<file path="config.mk">
export PLATFORM = sky130hd
export DESIGN_NAME = partial_distance_prune_core
export DESIGN_NICKNAME = d
export VERILOG_FILES = /design/src/rtl/pdp_pkg.sv /design/src/rtl/partial_distance_prune_core.sv /design/src/rtl/pdp_sqdiff.sv
export SDC_FILE = /design/constraint.sdc
export NUM_CORES = 1
export LEC_CHECK = 0
export BUFFER_PORTS_ARGS = -buffer_cell sky130_fd_sc_hd__clkbuf_2
export CAP_MARGIN = 0
export CORE_MARGIN = 4
export CORE_UTILIZATION = 30
export CTS_BUF_LIST = sky130_fd_sc_hd__clkbuf_4
export DETAILED_ROUTE_END_ITERATION = 10
export PLACE_DENSITY = 0.44
export SLEW_MARGIN = 25
export SYNTH_ARGS = -nofsm -noshare
export SYNTH_HDL_FRONTEND = slang
export SYNTH_SLANG_ARGS = --single-unit
</file>
<file path="constraint.sdc">
create_clock -name clock -period 12.8 [get_ports clock]
set_input_delay 2.56 -clock clock [delete_from_list [all_inputs] [get_ports clock]]
set_output_delay 2.56 -clock clock [all_outputs]
set_load 0.03 [all_outputs]
</file>
<file path="src/rtl/pdp_pkg.sv">
// ---------------------------------------------------------------------------
// pdp_pkg
// Widths and shared types of the partial distance prune core.
// ---------------------------------------------------------------------------
`timescale 1ns / 1ps

package pdp_pkg;

   localparam int CompWidth   = 16;
   localparam int SumWidth    = 48;
   localparam int CountWidth  = 32;
   localparam int DiffWidth   = CompWidth + 1;
   localparam int SqWidth     = 2 * DiffWidth;

   localparam int ReqDataWidth = 2 * CompWidth + 2 * SumWidth;
   localparam int RspDataWidth = SumWidth + CountWidth;

   localparam logic [SumWidth-1:0]   SumMax   = {SumWidth{1'b1}};
   localparam logic [CountWidth-1:0] CountMax = {CountWidth{1'b1}};

   // side fields that travel alongside the component pair
   typedef struct packed {
      logic [SumWidth-1:0] prior_sum;
      logic                prior_pruned;
      logic [SumWidth-1:0] limit;
      logic                last_element;
      logic                last_of_batch;
   } pdp_side_type;

endpackage

</file>
<file path="src/rtl/partial_distance_prune_core.sv">
// ---------------------------------------------------------------------------
// partial_distance_prune_core
// Squared Euclidean distance with early termination over a dimension slice.
// ---------------------------------------------------------------------------
`timescale 1ns / 1ps

// Channel   Dir  Word contents
// req_*     in   one query/base component pair with upstream total and limit
// rsp_*     out  one candidate verdict, emitted on its final component
//
// A word passes the stage one, stage two and result registers from req
// accept to rsp valid; one word is taken every cycle unless the pipe is
// held. Stage one registers the word, stage two squares the component
// difference, stage three accumulates, checks the limit and loads the result
// register. Only a final-component word waiting at stage three behind a
// stalled rsp holds the pipe; other words retire without a slot. Synchronous
// reset empties the pipe and clears total, candidate and survivor state.

module partial_distance_prune_core (
   input  logic                               clock,
   input  logic                               reset,
   // req_tdata, lowest bit up: query_value[15:0], base_value[15:0],
   //                           prior_sum[47:0], limit[47:0]
   input  logic                               req_tvalid,
   output logic                               req_tready,
   input  logic [pdp_pkg::ReqDataWidth-1:0]   req_tdata,
   // req_tuser, lowest bit up: prior_pruned, last_of_batch
   input  logic [1:0]                         req_tuser,
   input  logic                               req_tlast,
   // rsp_tdata, lowest bit up: distance_total[47:0], survivor_count[31:0]
   output logic                               rsp_tvalid,
   input  logic                               rsp_tready,
   output logic [pdp_pkg::RspDataWidth-1:0]   rsp_tdata,
   // rsp_tuser: pruned
   output logic [0:0]                         rsp_tuser,
   output logic                               rsp_tlast
);
   import pdp_pkg::*;

   // stage one: input register
   logic                        s1_valid_ff, s1_valid_in;
   logic signed [CompWidth-1:0] s1_query_ff, s1_base_ff;
   pdp_side_type                s1_side_ff;

   // stage two: squared difference plus side fields
   logic                        s2_valid_ff, s2_valid_in;
   logic [SqWidth-1:0]          s2_square_ff;
   pdp_side_type                s2_side_ff;

   // candidate state
   logic [SumWidth-1:0]         acc_ff, acc_in;
   logic                        mid_ff, mid_in;
   logic                        skip_ff, skip_in;
   logic [CountWidth-1:0]       surv_ff, surv_in;

   // result register
   logic                        rsp_valid_ff, rsp_valid_in;
   logic [SumWidth-1:0]         rsp_total_ff;
   logic [CountWidth-1:0]       rsp_count_ff;
   logic                        rsp_pruned_ff, rsp_batch_ff;

   logic                        out_free, s2_go, s2_ready, s1_go;
   logic [SumWidth-1:0]         base_sum, new_acc;
   logic                        cand_skip, cand_pruned, batch_close;
   logic [SumWidth:0]           wide_sum;
   logic [CountWidth-1:0]       count_now;

   // handshake chain: a non-final word at stage two never waits
   always_comb begin
      out_free    = !rsp_valid_ff || rsp_tready;
      s2_go       = s2_valid_ff && (!s2_side_ff.last_element || out_free);
      s2_ready    = !s2_valid_ff || s2_go;
      s1_go       = s1_valid_ff && s2_ready;
      req_tready  = !s1_valid_ff || s1_go;
      s1_valid_in = (req_tvalid && req_tready) || (s1_valid_ff && !s1_go);
      s2_valid_in = s1_go || (s2_valid_ff && !s2_go);
   end

   // stage one load
   always_ff @(posedge clock) begin
      if (req_tvalid && req_tready) begin
         s1_query_ff                <= req_tdata[CompWidth-1:0];
         s1_base_ff                 <= req_tdata[2*CompWidth-1:CompWidth];
         s1_side_ff.prior_sum       <= req_tdata[2*CompWidth+SumWidth-1:2*CompWidth];
         s1_side_ff.limit           <= req_tdata[ReqDataWidth-1:2*CompWidth+SumWidth];
         s1_side_ff.prior_pruned    <= req_tuser[0];
         s1_side_ff.last_of_batch   <= req_tuser[1];
         s1_side_ff.last_element    <= req_tlast;
      end
   end

   pdp_sqdiff u_sqdiff (
      .clock       (clock),
      .enable      (s1_go),
      .query_value (s1_query_ff),
      .base_value  (s1_base_ff),
      .square_ff   (s2_square_ff)
   );

   always_ff @(posedge clock) begin
      if (s1_go) begin
         s2_side_ff <= s1_side_ff;
      end
   end

   // stage three: accumulate with saturation, then check the limit
   always_comb begin
      base_sum    = mid_ff ? acc_ff  : s2_side_ff.prior_sum;
      cand_skip   = mid_ff ? skip_ff : s2_side_ff.prior_pruned;
      wide_sum    = {1'b0, base_sum} + (SumWidth + 1)'(s2_square_ff);
      if (cand_skip) begin
         new_acc = base_sum;
      end else if (wide_sum[SumWidth]) begin
         new_acc = SumMax;
      end else begin
         new_acc = wide_sum[SumWidth-1:0];
      end
      cand_pruned = cand_skip || (new_acc > s2_side_ff.limit);
      batch_close = s2_side_ff.last_element && s2_side_ff.last_of_batch;
      count_now   = (!cand_pruned && surv_ff != CountMax) ? surv_ff + 1'b1 : surv_ff;

      acc_in  = acc_ff;
      mid_in  = mid_ff;
      skip_in = skip_ff;
      surv_in = surv_ff;
      if (s2_go) begin
         acc_in = new_acc;
         if (s2_side_ff.last_element) begin
            mid_in  = 1'b0;
            skip_in = 1'b0;
            surv_in = batch_close ? '0 : count_now;
         end else begin
            mid_in  = 1'b1;
            skip_in = cand_skip;
         end
      end

      if (s2_go && s2_side_ff.last_element) begin
         rsp_valid_in = 1'b1;
      end else if (rsp_tready) begin
         rsp_valid_in = 1'b0;
      end else begin
         rsp_valid_in = rsp_valid_ff;
      end
   end

   // control and state registers
   always_ff @(posedge clock) begin
      if (reset) begin
         s1_valid_ff  <= 1'b0;
         s2_valid_ff  <= 1'b0;
         rsp_valid_ff <= 1'b0;
         acc_ff       <= '0;
         mid_ff       <= 1'b0;
         skip_ff      <= 1'b0;
         surv_ff      <= '0;
      end else begin
         s1_valid_ff  <= s1_valid_in;
         s2_valid_ff  <= s2_valid_in;
         rsp_valid_ff <= rsp_valid_in;
         acc_ff       <= acc_in;
         mid_ff       <= mid_in;
         skip_ff      <= skip_in;
         surv_ff      <= surv_in;
      end
   end

   // result payload: load only on a closing word, hold while stalled
   always_ff @(posedge clock) begin
      if (s2_go && s2_side_ff.last_element) begin
         rsp_total_ff  <= cand_pruned ? '0 : new_acc;
         rsp_pruned_ff <= cand_pruned;
         rsp_count_ff  <= count_now;
         rsp_batch_ff  <= batch_close;
      end
   end

   assign rsp_tvalid   = rsp_valid_ff;
   assign rsp_tdata    = {rsp_count_ff, rsp_total_ff};
   assign rsp_tuser[0] = rsp_pruned_ff;
   assign rsp_tlast    = rsp_batch_ff;

endmodule

</file>
<file path="src/rtl/pdp_sqdiff.sv">
// ---------------------------------------------------------------------------
// pdp_sqdiff
// Registered squared difference of one query/base component pair.
// ---------------------------------------------------------------------------
`timescale 1ns / 1ps

module pdp_sqdiff (
   input  logic                                 clock,
   input  logic                                 enable,
   input  logic signed [pdp_pkg::CompWidth-1:0] query_value,
   input  logic signed [pdp_pkg::CompWidth-1:0] base_value,
   output logic        [pdp_pkg::SqWidth-1:0]   square_ff
);
   import pdp_pkg::*;

   logic signed [DiffWidth-1:0] diff;
   logic        [DiffWidth-1:0] mag;
   logic        [SqWidth-1:0]   square_in;

   always_comb begin
      diff      = DiffWidth'(query_value) - DiffWidth'(base_value);
      mag       = diff[DiffWidth-1] ? DiffWidth'(-diff) : DiffWidth'(diff);
      square_in = SqWidth'(mag) * SqWidth'(mag);
   end

   always_ff @(posedge clock) begin
      if (enable) begin
         square_ff <= square_in;
      end
   end

endmodule

</file>
==> results.json, run 1 <==
{
  "status": "completed",
  "die_h_um": 316.7,
  "tns_ps": 0,
  "dieArea_mm2": 0.1003,
  "ctsResizeCount": 0,
  "syn-instance-count": 2666,
  "portBuffers": 218,
  "io_pins": 219,
  "reg2reg_depth": 34,
  "routed_wl_um": 81240,
  "drv_cap": 0,
  "async_reset_ff_share_pct": 0,
  "grt_pass1_vias": 21860,
  "ys_types": 95,
  "post_drt_wl_per_cell_um": 18.85,
  "cp.arrival_ps": 10730,
  "holdBufCountCts": 0,
  "startpoint_type": "flop",
  "grt_max_degree": 132,
  "synth.area.top_cells": "edfxtp_1 36%, fa_1 13%, ha_1 8.9%",
  "synth_flop_cell": "edfxtp_1",
  "ant_nets": 0,
  "synthMostInstantiatedCell": "inv_1",
  "hpwl_um": 61330,
  "fin_crit_sh_pct": 78.03,
  "dp_cells": 4081,
  "fill_cells": 9578,
  "required_ps": 13540,
  "ys.warnings.count": 0,
  "drc": 0,
  "fp-row-count": 112,
  "drive_gt1_share_pct": 17.33,
  "fin_cells": 4311,
  "post_cts_buffers": 0,
  "multi_input_area_mm2": 0.01487,
  "initial_core_util_pct": 30.45,
  "slew_headroom_pct": 29.25,
  "yosys.area.top_type": "edfxtp_1",
  "finalHoldViolations": 0,
  "max_freq_mhz": 100.1,
  "die_width_um": 316.7,
  "cts_tree": "yes",
  "crit_top_cell": "fa_1",
  "grt_overflow": 0,
  "finClkSkew_ps": 138.0,
  "clk-insertion-delay-late_ps": 1000,
  "drt_iter0_markers": 1078,
  "ys_ff_latch": 430,
  "ff_latch_area_mm2": 0.01206,
  "vias": 20660,
  "cp_max_fo": 15,
  "synth_edf_count": 345,
  "worstHoldPathCells": 0,
  "numCtsBuffers": 120,
  "grtUsageTotal_pct": 16.21,
  "final_max_slew_viol_count": 0,
  "cp-end-kind": "flop",
  "synth_top_area_share_pct": 36.24,
  "placeableCoreArea_mm2": 0.09389,
  "avgSynthCellArea_um2": 10.72,
  "netlist_top_cells_count": "364 x inv_1, 345 x edfxtp_1, 244 x nor2_1, 204 x ha_1, 199 x nand2_1",
  "criticalPathCategory": "flop to flop",
  "via_per_inst": 4.793,
  "cpMaxStageDelayCell": "xor2_1",
  "cts_buffer_depth": 3,
  "layout_min_cycle_time_ps": 9988,
  "cts-htree-levels": 3,
  "area_delta_synth_final_pct": 14.68,
  "clkSinkCount": 430,
  "tightestPinTransition_ps": 1060,
  "cts-root-buf": "clkbuf_4",
  "layout.nets": 3481,
  "antenna_found_initial": 6,
  "clkTransAtPathRegs_ps": 70,
  "place_congestion": 0.8703,
  "ys_seq_area_share_pct": 42.19,
  "grt_pass1_wl_um": 125700,
  "hold_class": "flop to flop",
  "setup_violations": 0,
  "cpPeakStageDelay_ps": 730,
  "synth_area_mm2": 0.02859,
  "grt_setup_unrepaired": "no",
  "drt_first_pass_iters": 5
}
[routing by layer]
metal / vias to the layer above / global-route usage, % / part of all wire, %
li1: 9864 / - / -
met1: 10090 / 20.71 / 44
met2: 559 / 27.86 / 48
met3: 150 / 2.789 / 5.0
met4: 2 / 5.466 / 3.0
met5: - / 0 / 0.0086
[through the flow]
| stage | hold slack [ps] | area (um2) | utilization (%) | worst slack [ps] |
|---|---|---|---|---|
| global placement | 406.3 | 31140 | 33.17 | 2824 |
| finish | 391.1 | 32780 | 34.92 | 2812 |
| detailed placement | 405.2 | 31140 | 33.17 | 2645 |
| CTS | 390.2 | 32720 | 34.85 | 2754 |
| global route | 383.1 | 32780 | 34.91 | 2104 |
| floorplan | 400.3 | 28620 | - | 2975 |
[final cells by class]
class                      instances  area share (%)
multi-input combinational       1787           45.36
sequential                       430           36.79
tap                             1254           4.786
inverter                         368           4.221
clock buffer                     175           4.007
timing repair buffer             243           4.000
clock inverter                    50          0.8053
antenna                            4         0.03053
[logic make-up after synthesis]
kind of cell | count (synthesis) | share of synthesized area, %
AND/OR/NAND/NOR | 721 | 11.89
other | 2 | 0.02627
adder cells (fa/ha/maj) | 396 | 22.37
XOR/XNOR | 128 | 3.948
AO/OA/AOI/OAI | 483 | 11.56
buffers and inverters | 458 | 6.154
multiplexers | 48 | 1.856
flip-flops | 430 | 42.19
[worst max-delay path, delay by kind of cell (launching register included)]
| family | cells | cell delay, ps |
|---|---|---|
| buf+inv | 6 | 660 |
| xor+xnor | 2 | 830 |
| flops | 1 | 330 |
| fa+ha+maj | 9 | 3860 |
| compound gates | 14 | 3510 |
| simple gates | 3 | 620 |
[registers in the layout, indices dropped and copies added (netlist names)]
register,cells
rsp_count_ff,32
s1_query_ff,16
mid_ff,1
s2_valid_ff,1
surv_ff,32
s2_side_ff,99
rsp_total_ff,48
skip_ff,1
acc_ff,48
rsp_tlast,1
s1_base_ff,16
rsp_tuser,1
s1_valid_ff,1
u_sqdiff.square_ff,33
rsp_tvalid,1
s1_side_ff,99
[cells in the final DEF, fill, tap and decap left out, types with 84 or more instances in the layout]
master,count
inv_1,362
edfxtp_1,345
nor2_1,243
clkbuf_2,218
ha_1,204
nand2_1,198
fa_1,192
clkbuf_4,175
a21oi_1,142
dfxtp_1,84
[path summary, 6_finish.rpt]
check                           end            from  slack, ps
max reg2reg  u_sqdiff.square_ff[32]  s1_query_ff[0]       2810
min                  s2_side_ff[53]  s1_side_ff[53]        390
max          u_sqdiff.square_ff[32]  s1_query_ff[0]       2810
min reg2reg          s2_side_ff[53]  s1_side_ff[53]        390
Power of run 1 is left out: the tool's default activity adds up to more than one toggle a clock period on the data nets, which glitch-free logic cannot reach.
==> run 2: changes to the inputs <==
--- a/config.mk
+++ b/config.mk
@@ -11,7 +11,7 @@
 export CORE_UTILIZATION = 30
 export CTS_BUF_LIST = sky130_fd_sc_hd__clkbuf_4
 export DETAILED_ROUTE_END_ITERATION = 10
-export PLACE_DENSITY = 0.44
+export PLACE_DENSITY = 0.45
 export SLEW_MARGIN = 25
 export SYNTH_ARGS = -nofsm -noshare
 export SYNTH_HDL_FRONTEND = slang
==> constraint.sdc (replaced) <==
create_clock -name clock -period 8.6 [get_ports clock]
set_input_delay 1.72 -clock clock [delete_from_list [all_inputs] [get_ports clock]]
set_output_delay 1.72 -clock clock [all_outputs]
set_load 0.03 [all_outputs]
==> results.json, run 2 (synthesized netlist as in run 1, its figures left out) <==
{
  "status": "completed",
  "layout_min_cycle_time_ps": 8447,
  "cp.arrival_ps": 9150,
  "grt_pass1_vias": 22670,
  "grt_overflow": 0,
  "post_drt_wl_per_cell_um": 18.19,
  "hpwl_um": 63540,
  "criticalPathCategory": "flop to flop",
  "layout.nets": 3725,
  "die_width_um": 316.7,
  "final_common_cell": "edfxtp_1",
  "reg_top3": "s1_side_ff: 99 flops, s2_side_ff: 99 flops",
  "finalHoldViolations": 0,
  "dieArea_mm2": 0.1003,
  "slew_headroom_pct": 38.51,
  "cts-root-buf": "clkbuf_4",
  "area_delta_synth_final_pct": 22.98,
  "via_per_inst": 4.701,
  "cp_max_fo": 5,
  "io_pins": 219,
  "final_max_slew_viol_count": 0,
  "startpoint_type": "flop",
  "vias": 21390,
  "whs_ps": 416.9,
  "finClkSkew_ps": 83.40,
  "initial_core_util_pct": 30.45,
  "reg2reg_depth": 34,
  "drc": 0,
  "max_freq_mhz": 118.4,
  "hold_class": "flop to flop",
  "tightestPinTransition_ps": 922.3,
  "grtUsageTotal_pct": 16.50,
  "grt_pass1_wl_um": 128500,
  "portBuffers": 218,
  "cp-end-kind": "flop",
  "cts_buffer_depth": 3,
  "holdBufCountCts": 0,
  "grt_busiest_layer": "met2",
  "cpPeakStageDelay_ps": 570,
  "clkTransAtPathRegs_ps": 60,
  "clkSinkCount": 430,
  "cts-htree-levels": 3,
  "grt_setup_unrepaired": "yes",
  "drv_cap": 0,
  "met1_usage_pct": 20.96,
  "drt_first_pass_iters": 5,
  "fin_crit_sh_pct": 98.22,
  "ant_nets": 0,
  "die_h_um": 316.7,
  "placeableCoreArea_mm2": 0.09389,
  "cts_tree": "yes",
  "clk-insertion-delay-late_ps": 970,
  "antenna_found_initial": 9,
  "place_congestion": 0.9019,
  "final_cell_mix": "345 x edfxtp_1, 344 x inv_1, 250 x buf_4",
  "grt_max_degree": 132,
  "drt_iter0_markers": 1046,
  "grt_use_met3_pct": 3.056,
  "reg2reg_slack_ps": 150,
  "drive_gt1_share_pct": 26.53,
  "setup_violations": 0,
  "crit_top_cell": "fa_1",
  "fp-row-count": 112,
  "worstHoldPathCells": 0,
  "use_met2_pct": 28.68,
  "numCtsBuffers": 119,
  "cpMaxStageDelayCell": "fa_1",
  "routed_wl_um": 82770,
  "required_ps": 9310
}
[run 2: cell types whose count changed in the layout (fill, tap and decap cells not counted), sizes merged]
cell,delta
diode,+5
inv,+3
bufinv,-1
buf,+245
clkinv,-16
clkbuf,+3
[run 2: timing repair]
action / 4_1_cts / 5_1_grt
gates resized for setup: 47 / 82
pin swaps: 46 / 91
setup buffers: 24 / 11
endpoints found under the setup margin: 4 / 7
gates cloned: 0 / 0
hold endpoints to repair: 0 / 0
[run 2: final timing paths]
kind,from,to
max,s1_base_ff[0],u_sqdiff.square_ff[32]
min,s1_side_ff[89],s2_side_ff[89]
max reg2reg,s1_base_ff[0],u_sqdiff.square_ff[32]
min reg2reg,s1_side_ff[89],s2_side_ff[89]
[run 2: cell type report]
cell class	count	area, um2
fill	9451	58730
timing repair buffer	488	3263
clock inverter	36	195.2
clock buffer	178	1336
sequential	430	12060
inverter	368	1388
multi-input combinational	1787	15320
antenna	9	22.52
tap	1254	1569
[run 2: worst max-delay path: cells and delay by family, from the launching register on]
family | cells | cell delay (ps)
and+or+nand+nor | 2 | 270
buffers and inverters | 6 | 540
xor gates and xnor gates | 3 | 490
DFF | 1 | 370
adders and majority gates | 9 | 3760
AOI/OAI and AO/OA | 14 | 2810
[run 2: metrics by stage]
stage	util, %	instance area (um2)	worst slack (ps)	setup TNS, ps	std cells
5_1_grt	37.44	35150	-273.1	-851.6	4547
3_3_place_gp	34.91	32780	-299.7	-795.9	4292
6_report	37.45	35160	152.9	0	4550
3_5_place_dp	34.92	32780	-467.9	-1308	4292
2_1_floorplan	-	28660	-127.9	-127.9	2675
4_1_cts	36.97	34710	-72.29	-72.29	4530
[run 2: per-layer routing]
layer	routed length, um	vias to the layer above
li1	-	10360
met1	36320	10410
met2	40490	499
met3	3916	126
met4	2043	0
met5	0	-
Power of run 2 is left out for the same reason.
